$ cat src/rmtf_pkg.sv
// Package for the range mapper with threshold flags: widths, reset values,
// register indexes, FSM encoding and the structs shared between the modules.
// No dependencies.
`default_nettype none

package rmtf_pkg;

  // fixed-point format and field widths
  localparam int FRAC_BITS  = 16;
  localparam int DATA_W     = 32;
  localparam int DIFF_W     = DATA_W + 1;            // x - in_min, spans
  localparam int MAG_W      = DATA_W;                // magnitude of a DIFF_W value
  localparam int NUM_W      = MAG_W + FRAC_BITS;     // scaled dividend magnitude
  localparam int DIV_STEPS  = NUM_W;                 // one quotient bit per cycle
  localparam int DIV_CNT_W  = $clog2(DIV_STEPS);
  localparam int F_W        = NUM_W + 1;             // signed normalized value
  localparam int G_MAG_W    = F_W;                   // magnitude of 1 - f or f
  localparam int MUL_CHUNK  = 17;
  localparam int MUL_STEPS  = (G_MAG_W + MUL_CHUNK - 1) / MUL_CHUNK;
  localparam int MUL_IDX_W  = $clog2(MUL_STEPS);
  localparam int G_PAD_W    = MUL_STEPS * MUL_CHUNK;
  localparam int PROD_W     = MAG_W + G_PAD_W;
  localparam int SCL_W      = PROD_W - FRAC_BITS;
  localparam int M_W        = DATA_W + 3;            // limited product magnitude
  localparam int P_W        = M_W + 1;               // signed product
  localparam int Y_W        = P_W + 1;               // out_min + product

  localparam int CFG_IDX_W  = 3;
  localparam int CFG_DATA_W = 2 * DATA_W;
  localparam int MODE_W     = 4;
  localparam int OUT_TDATA_W = 48;                   // 41 payload bits, byte padded

  localparam logic signed [DATA_W-1:0] ONE_FX   = DATA_W'(1) << FRAC_BITS;
  localparam logic signed [F_W-1:0]    ONE_F    = F_W'(1) << FRAC_BITS;
  localparam logic [SCL_W-1:0]         M_LIMIT  = SCL_W'(1) << (DATA_W + 1);
  localparam logic [M_W-1:0]           M_SAT    = M_W'(1) << (DATA_W + 2);
  localparam logic [MODE_W-1:0]        MODE_RST = MODE_W'(1);

  // mode bits
  localparam int MODE_ACTIVE   = 0;
  localparam int MODE_CLIP_LO  = 1;
  localparam int MODE_CLIP_HI  = 2;
  localparam int MODE_INVERSE  = 3;

  // register indexes
  localparam logic [CFG_IDX_W-1:0] REG_IN_MIN   = 3'd0;
  localparam logic [CFG_IDX_W-1:0] REG_IN_MAX   = 3'd1;
  localparam logic [CFG_IDX_W-1:0] REG_OUT_MIN  = 3'd2;
  localparam logic [CFG_IDX_W-1:0] REG_OUT_MAX  = 3'd3;
  localparam logic [CFG_IDX_W-1:0] REG_IN_THR   = 3'd4;
  localparam logic [CFG_IDX_W-1:0] REG_OUT_THR  = 3'd5;
  localparam logic [CFG_IDX_W-1:0] REG_MODE     = 3'd6;

  typedef struct packed {
    logic signed [DATA_W-1:0] in_min;
    logic signed [DATA_W-1:0] in_max;
    logic signed [DATA_W-1:0] out_min;
    logic signed [DATA_W-1:0] out_max;
    logic signed [DATA_W-1:0] in_dn;
    logic signed [DATA_W-1:0] in_up;
    logic signed [DATA_W-1:0] out_dn;
    logic signed [DATA_W-1:0] out_up;
    logic [MODE_W-1:0]        mode;
  } rmtf_cfg_t;

  typedef enum logic [8:0] {
    ST_IDLE   = 9'b000000001,
    ST_PREP   = 9'b000000010,
    ST_DLOAD  = 9'b000000100,
    ST_DIV    = 9'b000001000,
    ST_FSEL   = 9'b000010000,
    ST_GSEL   = 9'b000100000,
    ST_MUL    = 9'b001000000,
    ST_SCALE  = 9'b010000000,
    ST_RESULT = 9'b100000000
  } rmtf_state_t;

  typedef struct packed {
    logic                 load;
    logic                 prep;
    logic                 dload;
    logic                 div_step;
    logic                 fsel;
    logic                 gsel;
    logic                 mul_step;
    logic [MUL_IDX_W-1:0] mul_idx;
    logic                 scale;
    logic                 result;
  } rmtf_cmd_t;

  typedef struct packed {
    logic active;
    logic empty;
    logic out_free;
  } rmtf_stat_t;

endpackage

`default_nettype wire

$ cat src/rmtf_ctrl.sv
// Sequencer for the range mapper: one-hot FSM plus divide and multiply
// step counters. Depends on rmtf_pkg.
`default_nettype none

module rmtf_ctrl (
  input  wire logic                 clk,
  input  wire logic                 rst_n,
  input  wire logic                 in_tvalid,
  output logic                      in_tready,
  input  wire rmtf_pkg::rmtf_stat_t stat,
  output rmtf_pkg::rmtf_cmd_t       cmd
);

  rmtf_pkg::rmtf_state_t state_r, state_nxt;
  logic [rmtf_pkg::DIV_CNT_W-1:0] div_cnt_r, div_cnt_nxt;
  logic [rmtf_pkg::MUL_IDX_W-1:0] mul_cnt_r, mul_cnt_nxt;

  always_comb begin
    state_nxt   = state_r;
    div_cnt_nxt = div_cnt_r;
    mul_cnt_nxt = mul_cnt_r;
    cmd         = '0;
    cmd.mul_idx = mul_cnt_r;
    in_tready   = 1'b0;
    case (state_r)
      rmtf_pkg::ST_IDLE: begin
        in_tready = 1'b1;
        if (in_tvalid) begin
          cmd.load = 1'b1;
          // beats taken while inactive are dropped
          if (stat.active) state_nxt = rmtf_pkg::ST_PREP;
        end
      end
      rmtf_pkg::ST_PREP: begin
        cmd.prep  = 1'b1;
        state_nxt = rmtf_pkg::ST_DLOAD;
      end
      rmtf_pkg::ST_DLOAD: begin
        cmd.dload   = 1'b1;
        div_cnt_nxt = rmtf_pkg::DIV_CNT_W'(rmtf_pkg::DIV_STEPS - 1);
        state_nxt   = stat.empty ? rmtf_pkg::ST_FSEL : rmtf_pkg::ST_DIV;
      end
      rmtf_pkg::ST_DIV: begin
        cmd.div_step = 1'b1;
        if (div_cnt_r == '0) state_nxt = rmtf_pkg::ST_FSEL;
        else div_cnt_nxt = div_cnt_r - rmtf_pkg::DIV_CNT_W'(1);
      end
      rmtf_pkg::ST_FSEL: begin
        cmd.fsel  = 1'b1;
        state_nxt = rmtf_pkg::ST_GSEL;
      end
      rmtf_pkg::ST_GSEL: begin
        cmd.gsel    = 1'b1;
        mul_cnt_nxt = '0;
        state_nxt   = rmtf_pkg::ST_MUL;
      end
      rmtf_pkg::ST_MUL: begin
        cmd.mul_step = 1'b1;
        if (mul_cnt_r == rmtf_pkg::MUL_IDX_W'(rmtf_pkg::MUL_STEPS - 1)) begin
          state_nxt = rmtf_pkg::ST_SCALE;
        end else begin
          mul_cnt_nxt = mul_cnt_r + rmtf_pkg::MUL_IDX_W'(1);
        end
      end
      rmtf_pkg::ST_SCALE: begin
        cmd.scale = 1'b1;
        state_nxt = rmtf_pkg::ST_RESULT;
      end
      rmtf_pkg::ST_RESULT: begin
        if (stat.out_free) begin
          cmd.result = 1'b1;
          state_nxt  = rmtf_pkg::ST_IDLE;
        end
      end
      default: begin
        state_nxt = rmtf_pkg::ST_IDLE;
      end
    endcase
  end

  always_ff @(posedge clk) begin
    if (!rst_n) begin
      state_r   <= rmtf_pkg::ST_IDLE;
      div_cnt_r <= '0;
      mul_cnt_r <= '0;
    end else begin
      state_r   <= state_nxt;
      div_cnt_r <= div_cnt_nxt;
      mul_cnt_r <= mul_cnt_nxt;
    end
  end

endmodule

`default_nettype wire

$ cat src/rmtf_dpath.sv
// Datapath of the range mapper: clip, restoring divider, chunked multiplier,
// saturation, threshold flags and the output register. Depends on rmtf_pkg.
`default_nettype none

module rmtf_dpath (
  input  wire logic                                  clk,
  input  wire logic                                  rst_n,
  input  wire rmtf_pkg::rmtf_cfg_t                   cfg,
  input  wire rmtf_pkg::rmtf_cmd_t                   cmd,
  output rmtf_pkg::rmtf_stat_t                       stat,
  input  wire logic [rmtf_pkg::DATA_W-1:0]           sample,
  output logic                                       out_tvalid,
  input  wire logic                                  out_tready,
  output logic [rmtf_pkg::OUT_TDATA_W-1:0]           out_tdata
);

  localparam int DW = rmtf_pkg::DATA_W;
  localparam int XW = rmtf_pkg::DIFF_W;
  localparam int MW = rmtf_pkg::MAG_W;
  localparam int NW = rmtf_pkg::NUM_W;
  localparam int FW = rmtf_pkg::F_W;
  localparam int GW = rmtf_pkg::G_MAG_W;
  localparam int CW = rmtf_pkg::MUL_CHUNK;
  localparam int PW = rmtf_pkg::PROD_W;
  localparam int YW = rmtf_pkg::Y_W;
  localparam int FB = rmtf_pkg::FRAC_BITS;

  // registers
  logic signed [DW-1:0]          sample_r;
  logic signed [XW-1:0]          d_r, span_r, c_r;
  logic                          empty_r, ib_r, ia_r;
  logic [MW-1:0]                 rem_r, dvs_r, c_mag_r;
  logic [NW-1:0]                 quo_r;
  logic                          q_neg_r, p_neg_r;
  logic signed [FW-1:0]          f_r;
  logic [rmtf_pkg::G_PAD_W-1:0]  g_pad_r;
  logic [PW-1:0]                 acc_r;
  logic signed [rmtf_pkg::P_W-1:0] p_r;
  logic                          out_valid_r;
  logic [rmtf_pkg::OUT_TDATA_W-1:0] out_data_r;
  logic                          prev_ib_r, prev_ia_r, prev_ob_r, prev_oa_r;

  // clip, differences and input flags
  logic signed [DW-1:0] x_lo, x_cl;
  logic signed [XW-1:0] d_c, span_c, c_c;
  logic                 ib_c, ia_c;

  always_comb begin
    x_lo   = (cfg.mode[rmtf_pkg::MODE_CLIP_LO] && (sample_r < cfg.in_min)) ?
             cfg.in_min : sample_r;
    x_cl   = (cfg.mode[rmtf_pkg::MODE_CLIP_HI] && (x_lo > cfg.in_max)) ? cfg.in_max : x_lo;
    d_c    = {x_cl[DW-1], x_cl} - {cfg.in_min[DW-1], cfg.in_min};
    span_c = {cfg.in_max[DW-1], cfg.in_max} - {cfg.in_min[DW-1], cfg.in_min};
    c_c    = {cfg.out_max[DW-1], cfg.out_max} - {cfg.out_min[DW-1], cfg.out_min};
    ib_c   = sample_r <= cfg.in_dn;
    ia_c   = sample_r >= cfg.in_up;
  end

  // divider operands
  logic [XW-1:0] d_neg, span_neg;
  logic [MW-1:0] d_mag, span_mag;
  always_comb begin
    d_neg    = -d_r;
    span_neg = -span_r;
    d_mag    = d_r[XW-1] ? d_neg[MW-1:0] : d_r[MW-1:0];
    span_mag = span_r[XW-1] ? span_neg[MW-1:0] : span_r[MW-1:0];
  end

  // one restoring step
  logic [MW:0] trial, trial_sub;
  logic        q_bit;
  always_comb begin
    trial     = {rem_r, quo_r[NW-1]};
    trial_sub = trial - {1'b0, dvs_r};
    q_bit     = trial >= {1'b0, dvs_r};
  end

  // quotient sign / empty range select
  logic [FW-1:0] q_ext, q_neg_v;
  logic signed [FW-1:0] f_c;
  always_comb begin
    q_ext   = {1'b0, quo_r};
    q_neg_v = -q_ext;
    if (empty_r) f_c = {{(FW - XW){d_r[XW-1]}}, d_r};
    else         f_c = q_neg_r ? q_neg_v : q_ext;
  end

  // inverse and magnitudes for the multiplier
  logic signed [FW:0] fe, one_e, one_m_f, f_m_one, f_negv;
  logic               g_neg;
  logic [FW:0]        g_mag_w;
  logic [XW-1:0]      c_negv;
  always_comb begin
    fe      = {f_r[FW-1], f_r};
    one_e   = {1'b0, rmtf_pkg::ONE_F};
    one_m_f = one_e - fe;
    f_m_one = fe - one_e;
    f_negv  = -fe;
    if (cfg.mode[rmtf_pkg::MODE_INVERSE]) begin
      g_neg   = f_r > rmtf_pkg::ONE_F;
      g_mag_w = g_neg ? f_m_one : one_m_f;
    end else begin
      g_neg   = f_r[FW-1];
      g_mag_w = g_neg ? f_negv : fe;
    end
    c_negv = -c_r;
  end

  // partial product for the current chunk
  logic [CW-1:0]    chunk;
  logic [MW+CW-1:0] pp;
  logic [PW-1:0]    acc_add;
  always_comb begin
    chunk   = g_pad_r[cmd.mul_idx * CW +: CW];
    pp      = (MW+CW)'(c_mag_r) * (MW+CW)'(chunk);
    acc_add = acc_r + (PW'(pp) << (cmd.mul_idx * CW));
  end

  // drop fraction bits, limit and sign
  logic [rmtf_pkg::SCL_W-1:0] scaled;
  logic [rmtf_pkg::M_W-1:0]   m_c;
  logic [rmtf_pkg::P_W-1:0]   m_ext, m_negv;
  always_comb begin
    scaled = acc_r[PW-1:FB];
    m_c    = (scaled > rmtf_pkg::M_LIMIT) ? rmtf_pkg::M_SAT : scaled[rmtf_pkg::M_W-1:0];
    m_ext  = {1'b0, m_c};
    m_negv = -m_ext;
  end

  // offset, saturate, output flags
  logic signed [YW-1:0] y_c;
  logic                 sat_c, ob_c, oa_c;
  logic signed [DW-1:0] mapped_c;
  always_comb begin
    y_c   = {{(YW - DW){cfg.out_min[DW-1]}}, cfg.out_min} + {p_r[rmtf_pkg::P_W-1], p_r};
    // fits 32 bits when all bits from the sign of a 32-bit value upward agree
    sat_c = !((&y_c[YW-1:DW-1]) || !(|y_c[YW-1:DW-1]));
    if (sat_c) mapped_c = y_c[YW-1] ? {1'b1, {(DW-1){1'b0}}} : {1'b0, {(DW-1){1'b1}}};
    else       mapped_c = y_c[DW-1:0];
    ob_c = mapped_c <= cfg.out_dn;
    oa_c = mapped_c >= cfg.out_up;
  end

  always_ff @(posedge clk) begin
    if (cmd.load) sample_r <= sample;
    if (cmd.prep) begin
      d_r     <= d_c;
      span_r  <= span_c;
      c_r     <= c_c;
      empty_r <= cfg.in_min == cfg.in_max;
      ib_r    <= ib_c;
      ia_r    <= ia_c;
    end
    if (cmd.dload) begin
      rem_r   <= '0;
      quo_r   <= {d_mag, {FB{1'b0}}};
      dvs_r   <= span_mag;
      q_neg_r <= d_r[XW-1] ^ span_r[XW-1];
    end
    if (cmd.div_step) begin
      rem_r <= q_bit ? trial_sub[MW-1:0] : trial[MW-1:0];
      quo_r <= {quo_r[NW-2:0], q_bit};
    end
    if (cmd.fsel) f_r <= f_c;
    if (cmd.gsel) begin
      g_pad_r <= {{(rmtf_pkg::G_PAD_W - GW){1'b0}}, g_mag_w[GW-1:0]};
      c_mag_r <= c_r[XW-1] ? c_negv[MW-1:0] : c_r[MW-1:0];
      p_neg_r <= c_r[XW-1] ^ g_neg;
      acc_r   <= '0;
    end
    if (cmd.mul_step) acc_r <= acc_add;
    if (cmd.scale) p_r <= p_neg_r ? m_negv : m_ext;
    if (cmd.result) begin
      out_data_r <= {{(rmtf_pkg::OUT_TDATA_W - DW - 10){1'b0}},
                     oa_c ^ prev_oa_r, ob_c ^ prev_ob_r, ia_r ^ prev_ia_r, ib_r ^ prev_ib_r,
                     oa_c, ob_c, ia_r, ib_r, sat_c, mapped_c};
    end
  end

  always_ff @(posedge clk) begin
    if (!rst_n) begin
      out_valid_r <= 1'b0;
      prev_ib_r   <= 1'b0;
      prev_ia_r   <= 1'b0;
      prev_ob_r   <= 1'b0;
      prev_oa_r   <= 1'b0;
    end else begin
      if (cmd.result) begin
        out_valid_r <= 1'b1;
        prev_ib_r   <= ib_r;
        prev_ia_r   <= ia_r;
        prev_ob_r   <= ob_c;
        prev_oa_r   <= oa_c;
      end else if (out_tready) begin
        out_valid_r <= 1'b0;
      end
    end
  end

  assign stat.active   = cfg.mode[rmtf_pkg::MODE_ACTIVE];
  assign stat.empty    = empty_r;
  assign stat.out_free = !out_valid_r || out_tready;
  assign out_tvalid    = out_valid_r;
  assign out_tdata     = out_data_r;

endmodule

`default_nettype wire

$ cat src/range_mapper_with_threshold_flags.sv
// Top level of the range mapper with threshold flags: configuration
// registers and the controller/datapath pair. Depends on rmtf_pkg,
// rmtf_ctrl and rmtf_dpath.
//
// Maps each signed Q16.16 sample onto the output range: optional clip to the
// input range, normalize by (x - in_min)/(in_max - in_min) (x - in_min when
// the range is empty), scale onto out_min..out_max, optional inverse, 32-bit
// saturation, and four level flags with change bits. One item is worked at a
// time: the accepted input beat passes the bit-serial restoring divider and
// the 32x17 chunked multiplier on its way to the result; with an empty input
// range the divider is skipped. A new beat is taken in the cycle after the
// result is registered, even while that result waits on out_tready. While
// mode bit 0 is clear, input beats are taken and dropped. Configuration is
// always ready and must only be written while the block is idle; unknown
// indexes are ignored.
`default_nettype none

module range_mapper_with_threshold_flags (
  input  wire logic                                 clk,
  input  wire logic                                 rst_n,
  // sample[31:0]
  input  wire logic [rmtf_pkg::DATA_W-1:0]          in_tdata,
  input  wire logic                                 in_tvalid,
  output logic                                      in_tready,
  // mapped[31:0], saturated[32], in_below[33], in_above[34], out_below[35],
  // out_above[36], in_below_changed[37], in_above_changed[38],
  // out_below_changed[39], out_above_changed[40], zero padding [47:41]
  output logic [rmtf_pkg::OUT_TDATA_W-1:0]          out_tdata,
  output logic                                      out_tvalid,
  input  wire logic                                 out_tready,
  input  wire logic                                 cfg_valid,
  output logic                                      cfg_ready,
  input  wire logic [rmtf_pkg::CFG_IDX_W-1:0]       cfg_index,
  input  wire logic [rmtf_pkg::CFG_DATA_W-1:0]      cfg_data
);

  localparam int DW = rmtf_pkg::DATA_W;

  rmtf_pkg::rmtf_cfg_t  cfg_r;
  rmtf_pkg::rmtf_cmd_t  cmd;
  rmtf_pkg::rmtf_stat_t stat;

  assign cfg_ready = 1'b1;

  always_ff @(posedge clk) begin
    if (!rst_n) begin
      cfg_r.in_min  <= '0;
      cfg_r.in_max  <= rmtf_pkg::ONE_FX;
      cfg_r.out_min <= '0;
      cfg_r.out_max <= rmtf_pkg::ONE_FX;
      cfg_r.in_dn   <= '0;
      cfg_r.in_up   <= rmtf_pkg::ONE_FX;
      cfg_r.out_dn  <= '0;
      cfg_r.out_up  <= rmtf_pkg::ONE_FX;
      cfg_r.mode    <= rmtf_pkg::MODE_RST;
    end else if (cfg_valid) begin
      case (cfg_index)
        rmtf_pkg::REG_IN_MIN:  cfg_r.in_min  <= cfg_data[DW-1:0];
        rmtf_pkg::REG_IN_MAX:  cfg_r.in_max  <= cfg_data[DW-1:0];
        rmtf_pkg::REG_OUT_MIN: cfg_r.out_min <= cfg_data[DW-1:0];
        rmtf_pkg::REG_OUT_MAX: cfg_r.out_max <= cfg_data[DW-1:0];
        rmtf_pkg::REG_IN_THR: begin
          cfg_r.in_dn <= cfg_data[DW-1:0];
          cfg_r.in_up <= cfg_data[2*DW-1:DW];
        end
        rmtf_pkg::REG_OUT_THR: begin
          cfg_r.out_dn <= cfg_data[DW-1:0];
          cfg_r.out_up <= cfg_data[2*DW-1:DW];
        end
        rmtf_pkg::REG_MODE: cfg_r.mode <= cfg_data[rmtf_pkg::MODE_W-1:0];
        default: ;
      endcase
    end
  end

  rmtf_ctrl u_ctrl (
    .clk       (clk),
    .rst_n     (rst_n),
    .in_tvalid (in_tvalid),
    .in_tready (in_tready),
    .stat      (stat),
    .cmd       (cmd)
  );

  rmtf_dpath u_dpath (
    .clk        (clk),
    .rst_n      (rst_n),
    .cfg        (cfg_r),
    .cmd        (cmd),
    .stat       (stat),
    .sample     (in_tdata),
    .out_tvalid (out_tvalid),
    .out_tready (out_tready),
    .out_tdata  (out_tdata)
  );

endmodule

`default_nettype wire
$ cat config.mk
export PLATFORM = sky130hd
export DESIGN_NAME = range_mapper_with_threshold_flags
export DESIGN_NICKNAME = d
export VERILOG_FILES = /design/src/rmtf_pkg.sv /design/src/rmtf_ctrl.sv /design/src/rmtf_dpath.sv /design/src/range_mapper_with_threshold_flags.sv
export SDC_FILE = /design/constraint.sdc
export NUM_CORES = 2
export LEC_CHECK = 0
export BUFFER_PORTS_ARGS = -buffer_cell sky130_fd_sc_hd__buf_4
export CAP_MARGIN = 15
export CORE_UTILIZATION = 50
export CTS_CLUSTER_SIZE = 8
export DETAILED_ROUTE_END_ITERATION = 12
export GPL_TIMING_DRIVEN = 0
export PLACE_DENSITY = 0.72
export RECOVER_POWER = 50
export SLEW_MARGIN = 20
export SYNTH_ARGS = -nofsm -noshare
export SYNTH_HDL_FRONTEND = slang
export SYNTH_SLANG_ARGS = --single-unit
$ cat constraint.sdc
create_clock -name clk -period 14.2 [get_ports clk]
set_clock_uncertainty 0.05 [all_clocks]
set_input_delay 0.71 -clock clk [delete_from_list [all_inputs] [get_ports clk]]
set_output_delay 0.71 -clock clk [all_outputs]
set_load 0.01 [all_outputs]
# Word-level counts from Yosys, hierarchy flattened
# Cells that the tools add are included.
word_totals:
  regBits: 820
  inputBits: 104
  output_inout_bits: 51
  wordCells: 168
op_classes:
  add_sub_neg: 16
  mul: 2
  order_cmp: 9
  n_eq_ne: 24
  shifts: 2
  mux: 47
  bitwise: 6
  reduce_logical: 26
ops:
  columns: ["op", "count"]
  rows:
  - ["$mux 32", 10]
  - ["$mux 49", 5]
  - ["$mux 83", 2]
  - ["$sub 32x32->33", 3]
  - ["$mux 48", 2]
  - ["$neg 32->32", 3]
  - ["$add 83x83->83", 1]
  - ["$shl 49x7->83", 1]
  - ["$pmux 9 s9", 1]
  - ["$mux 35", 2]
  - ["$gt 67x34->1 const B", 1]
  - ["$ge 32x32->1", 2]
  - ["$le 32x32->1", 2]
  - ["$shiftx 51x8->17", 1]
  - ["$gt 49x18->1 const B", 1]
  - ["$mul 32x17->49", 1]
  - ["$neg 48->49", 1]
  - ["$neg 49->49", 1]
  - ["$sub 18x49->49 const A", 1]
  - ["$sub 49x18->49 const B", 1]
  - ["$mux 9", 5]
  - ["$add 32x36->37", 1]
  - ["$neg 35->36", 1]
  - ["$ge 33x32->1", 1]
  - ["other kinds (39)", 82]

# Depth between registers and ports, before layout
logic_depth:
  word_depth: 7
  ltp_mapped: 45
  depth_no_buf: 41

# Hierarchy
# Synthesis repeated with hierarchy kept, for this count alone.
unflattened:
  cells_unflattened: 7822
  area_unflattened_um2: 72156.7
modules_own_cells:
  columns: ["module", "n_inst", "cells_per_inst", "area_each_um2", "seq_area_each_um2"]
  rows:
  - ["rmtf_dpath", 1, 6784, 61576.6, 16255.6]
  - ["range_mapper_with_threshold_flags", 1, 920, 9556.7, 5205.0]
  - ["rmtf_ctrl", 1, 118, 1023.5, 340.3]

# Least setup slack after synthesis
# Ideal clock, no wire load.
synth_timing:
  path_type: "register -> register"
  from: "register u_ctrl.mul_cnt_r[1] in the netlist's numbering"
  to: "register u_dpath.acc_r[79] (data pin)"
  setup_time_ns: 0.260
  arrival_ns: 10.054
  t_required_ns: 13.890
  slack_ns: 3.836
  path_stages_with_launch: 41
  n_path_buf: 5
  period_less_slack_ns: 10.364
  cell_sequence: "dfxtp_1 -> clkbuf_1 -> clkbuf_1 -> mux2i_1 -> o21ai_0 -> clkbuf_1 -> nand2_1 -> fa_1 -> fa_1 -> fa_1 -> inv_1 -> fa_1 -> fa_1 -> inv_1 -> fa_1 -> inv_1 -> ha_1 -> clkbuf_1 -> [5 not listed] -> o21a_1 -> o211a_1 -> o41ai_1 -> xnor2_1 -> mux2i_1 -> o21ai_0 -> ha_1 -> clkbuf_1 -> and4_1 -> nand2_1 -> nor4_1 -> nand2_1 -> nor3_1 -> a2111oi_0 -> or3_1 -> o41ai_1 -> a21boi_0 -> mux2_2"
synth_via:
  elab_chain_cells: 6
synth_lines:
  columns: ["item", "line_no", "source"]
  rows:
  - ["start: declaration", "rmtf_ctrl.sv:16", "logic [rmtf_pkg::MUL_IDX_W-1:0] mul_cnt_r, mul_cnt_nxt;"]
  - ["start signal: assignment", "rmtf_ctrl.sv:89", "mul_cnt_r <= mul_cnt_nxt;"]
  - ["$mul 2x5->7 (*)", "rmtf_dpath.sv:114, rmtf_dpath.sv:116", null]
  - ["$shiftx 51x8->17", "rmtf_dpath.sv:114", "chunk = g_pad_r[cmd.mul_idx * CW +: CW];"]
  - ["$mul 32x17->49", "rmtf_dpath.sv:115", "pp = (MW+CW)'(c_mag_r) * (MW+CW)'(chunk);"]
  - ["$shl 49x7->83 (*)", "rmtf_dpath.sv:116", "acc_add = acc_r + (PW'(pp) << (cmd.mul_idx * CW));"]
  - ["$add 83x83->83 (*)", "rmtf_dpath.sv:116", null]
  - ["$mux 83 (*)", "rmtf_dpath.sv:171", "if (cmd.mul_step) acc_r <= acc_add;"]
  - ["end signal: assignment", "rmtf_dpath.sv:169", "acc_r <= '0;"]
  - ["end signal: assignment", "rmtf_dpath.sv:171", null]
  - ["end: declaration", "rmtf_dpath.sv:37", "logic [PW-1:0] acc_r;"]
# Mark *: on every way between the ends. The rest lies on a longest branch, timed or not.
# A chain may end at the register's enable or synchronous reset.

# Worst setup path in the final report
# Same ends and word-level chain as after synthesis.

==> results.md <==
* Tcrit/Tclk final at 99.1%
* DR iter-0 viols at 5524
* Commonest non-fill, non-tap cells in the layout: nand2_1, inv_1, a21oi_1, ha_1, edfxtp_1
* Initial antenna violation count at 5
* Commonest non-fill, non-tap cell in the layout: nand2_1
* Max-Cap Viols at 3
* Row count at 138
* Total track usage at 30.8%
* Avg Inst Size Synth at 8.76 um2
* DP Wirelength at 180000 um
* Met2 routed WL at 98400 um
* Rel. slew slack at -164%
* #FFs+latches synth at 820
* DR vias/cell at 5.87
* Drt drc at 0
* Cell Pwr Density at 83.7 nW/um2
* Pin count of the biggest net entering global routing at 73
* Ys async rst share at 0%
* Avg WL per Cell at 21.7 um
* Gr ovfl total at 0
* Mapped Area at 71300 um2
* Tot Pwr at 6.53 mW
* CTS tree: done
* Die ar. at 144000 um2
* Highest routed metal layer: met5
* Met1 Wirelength at 95000 um
* Die Ht at 380 um
* Area Growth Syn to Fin at 9.41%
* Total CTS buffers at 113
* Hold-fix buffers, CTS at 0
* Vias in the first global route at 59630
* Critical path arrival at 14.52 ns
* Top_reg_cell synth: edfxtp_1
* H-tree Lvls at 3
* Worst path slowest cell: o21ai_1
* Crit start category: register
* Syn. warnings at 0
* Outcome: complete, but fails checks
* Hold Crit Class: in2reg
* EDFF count, synth at 538
* Clk buf depth at 3
* Share of layout cells above drive strength 1 at 4.25%
* Root Buffer: clkbuf_16
* WL met3 at 19800 um
* Clock transition at the registers of the reported paths at 0.06 ns
* Setup TNS at 0 ns
* Initial Util at 50.4%
* Port buffer count at 145
* Gate Count Post-Synth at 8138
* Element type at the critical path end: register
* Core area at 142000 um2
* Endpoints failing setup at 0
* Clock Sink Count at 820
* Final Critical Period at 14.07 ns
* Drt pass-1 iters at 6
* RSZ-0062 raised after global routing: false
* Worst-path fanout max at 10
* Most numerous cell on the critical path: fa_1
* Final Net Count at 9551
* Failing checks: capacitance limit, slew limit
* Die Span X at 380 um
* Cell variety after synth at 82
* Placed Area at 75100 um2
* Post-synthesis sequential area ratio at 30.6%
* CP Class: reg2reg
* WL final at 225000 um
* Clock Latency Late Sink at 0.74 ns
* Global-route wire length before repair at 346000 um
* Maximum vdd drop at 0.129 mV
* Leakage at 32.3 nW
* Final GP Congestion at 1.01
* Achievable frequency at 0.0711 GHz
* Final Max Tran Viols at 145
* Post-CTS setup buffers at 0
* # IOs at 155
* Req. time, crit path at 14.64 ns
* Fin. Hold Viols at 0
* Crit path largest cell delay at 0.92 ns
* Slew @ Worst Pin at 3.95 ns
* Vias at 60964
* Final antenna-violating net count at 0
* Finished Cell Area at 78000 um2
## through the flow
stage          cells  util, %  hold WS [ns]  setup WS [ns]
3_5_place_dp   10195     53.0         0.398        -0.0216
6_report       10378     55.1         0.117          0.126
5_1_grt        10377     55.1        0.0973        0.00128
2_1_floorplan   8144        -         0.386           3.84
3_3_place_gp   10179     52.8         0.393         -0.406
4_1_cts        10377     55.3        0.0501          0.242
## Yosys cell counts (all sizes together), types with 64 or more instances
cell	n	share of area, %
fa	455	13
nor3	87	0.62
a21o	236	2.5
nand4	89	0.78
o21a	64	0.67
nand2	1279	6.7
nand3	88	0.62
dfxtp	282	7.9
mux2	69	1.1
nand2b	70	0.61
nor2	476	2.5
o21ai	412	2.9
a21oi	645	4.5
xnor2	260	3.2
xor2	184	2.3
clkbuf	308	1.6
mux2i	77	1.1
edfxtp	538	23
inv	943	5.0
and2	253	2.2
ha	572	10
o31ai	67	0.71
## cells by family after synthesis
kind of cell	synth area share (%)
adders and majority gates	22.8
DFF	30.6
other	0.0105
muxes	2.17
xor gates and xnor gates	5.45
buffers and inverters	6.79
AOI/OAI and AO/OA	15.3
and+or+nand+nor	16.9
## worst max-delay path: cells and delay by family (launching register included)
| family | cells | cell delay (ns) |
|---|---|---|
| adder cells (fa/ha/maj) | 8 | 3.86 |
| AO/OA/AOI/OAI | 9 | 3.24 |
| AND/OR/NAND/NOR | 11 | 3.03 |
| buffers and inverters | 7 | 2.25 |
| multiplexers | 3 | 0.65 |
| flip-flops | 1 | 0.38 |
| XOR/XNOR | 1 | 0.34 |
## state kept, by name, indices dropped and copies added, names as in the netlist, 36 cells and up
register	count
cfg_r	260
u_dpath.f_r	49
u_dpath.out_tdata	41
u_dpath.quo_r	48
u_dpath.acc_r	83
u_dpath.p_r	36
u_dpath.g_pad_r	49
## repair_timing
item                                   CTS  global route
setup endpoints to repair                1             4
resized for setup                        1             3
endpoints found under the hold margin    0             0
gates cloned                             0             0
## routing by layer
| layer | global-route usage [%] | up-vias |
|---|---|---|
| met5 | 0 | - |
| met2 | 47.4 | 2821 |
| met4 | 15.1 | 4 |
| met1 | 42.2 | 29279 |
| li1 | - | 28237 |
| met3 | 4.87 | 623 |
## cell type report
| class | count | area (um2) |
|---|---|---|
| antenna | 1 | 2.50 |
| clock inverter | 8 | 184 |
| clock buffer | 174 | 3080 |
| inverter | 943 | 3540 |
| fill | 12893 | 63500 |
| tap | 1890 | 2360 |
| sequential | 820 | 21800 |
| timing repair buffer | 161 | 1050 |
| buffer | 339 | 1310 |
| multi-input combinational | 6042 | 44700 |
## report_power, final
part | switching, mW | leakage, nW | internal, mW
logic | 0.686 | 23.3 | 0.454
registers | 0.130 | 7.42 | 2.70
clock network | 1.07 | 1.55 | 1.49
## final timing paths
check / startpoint / to / slack, ns / cells past startpoint
worst min-delay path: in_tdata[18] / u_dpath.sample_r[18] / 0.12 / 1
worst min register to register: cfg_r[81] / cfg_r[81] / 0.40 / 2
worst max-delay path: u_ctrl.mul_cnt_r[1] / u_dpath.acc_r[79] / 0.13 / 39
worst max register to register: u_ctrl.mul_cnt_r[1] / u_dpath.acc_r[79] / 0.13 / 39
Note: power is estimated with default switching activity, not from simulation.
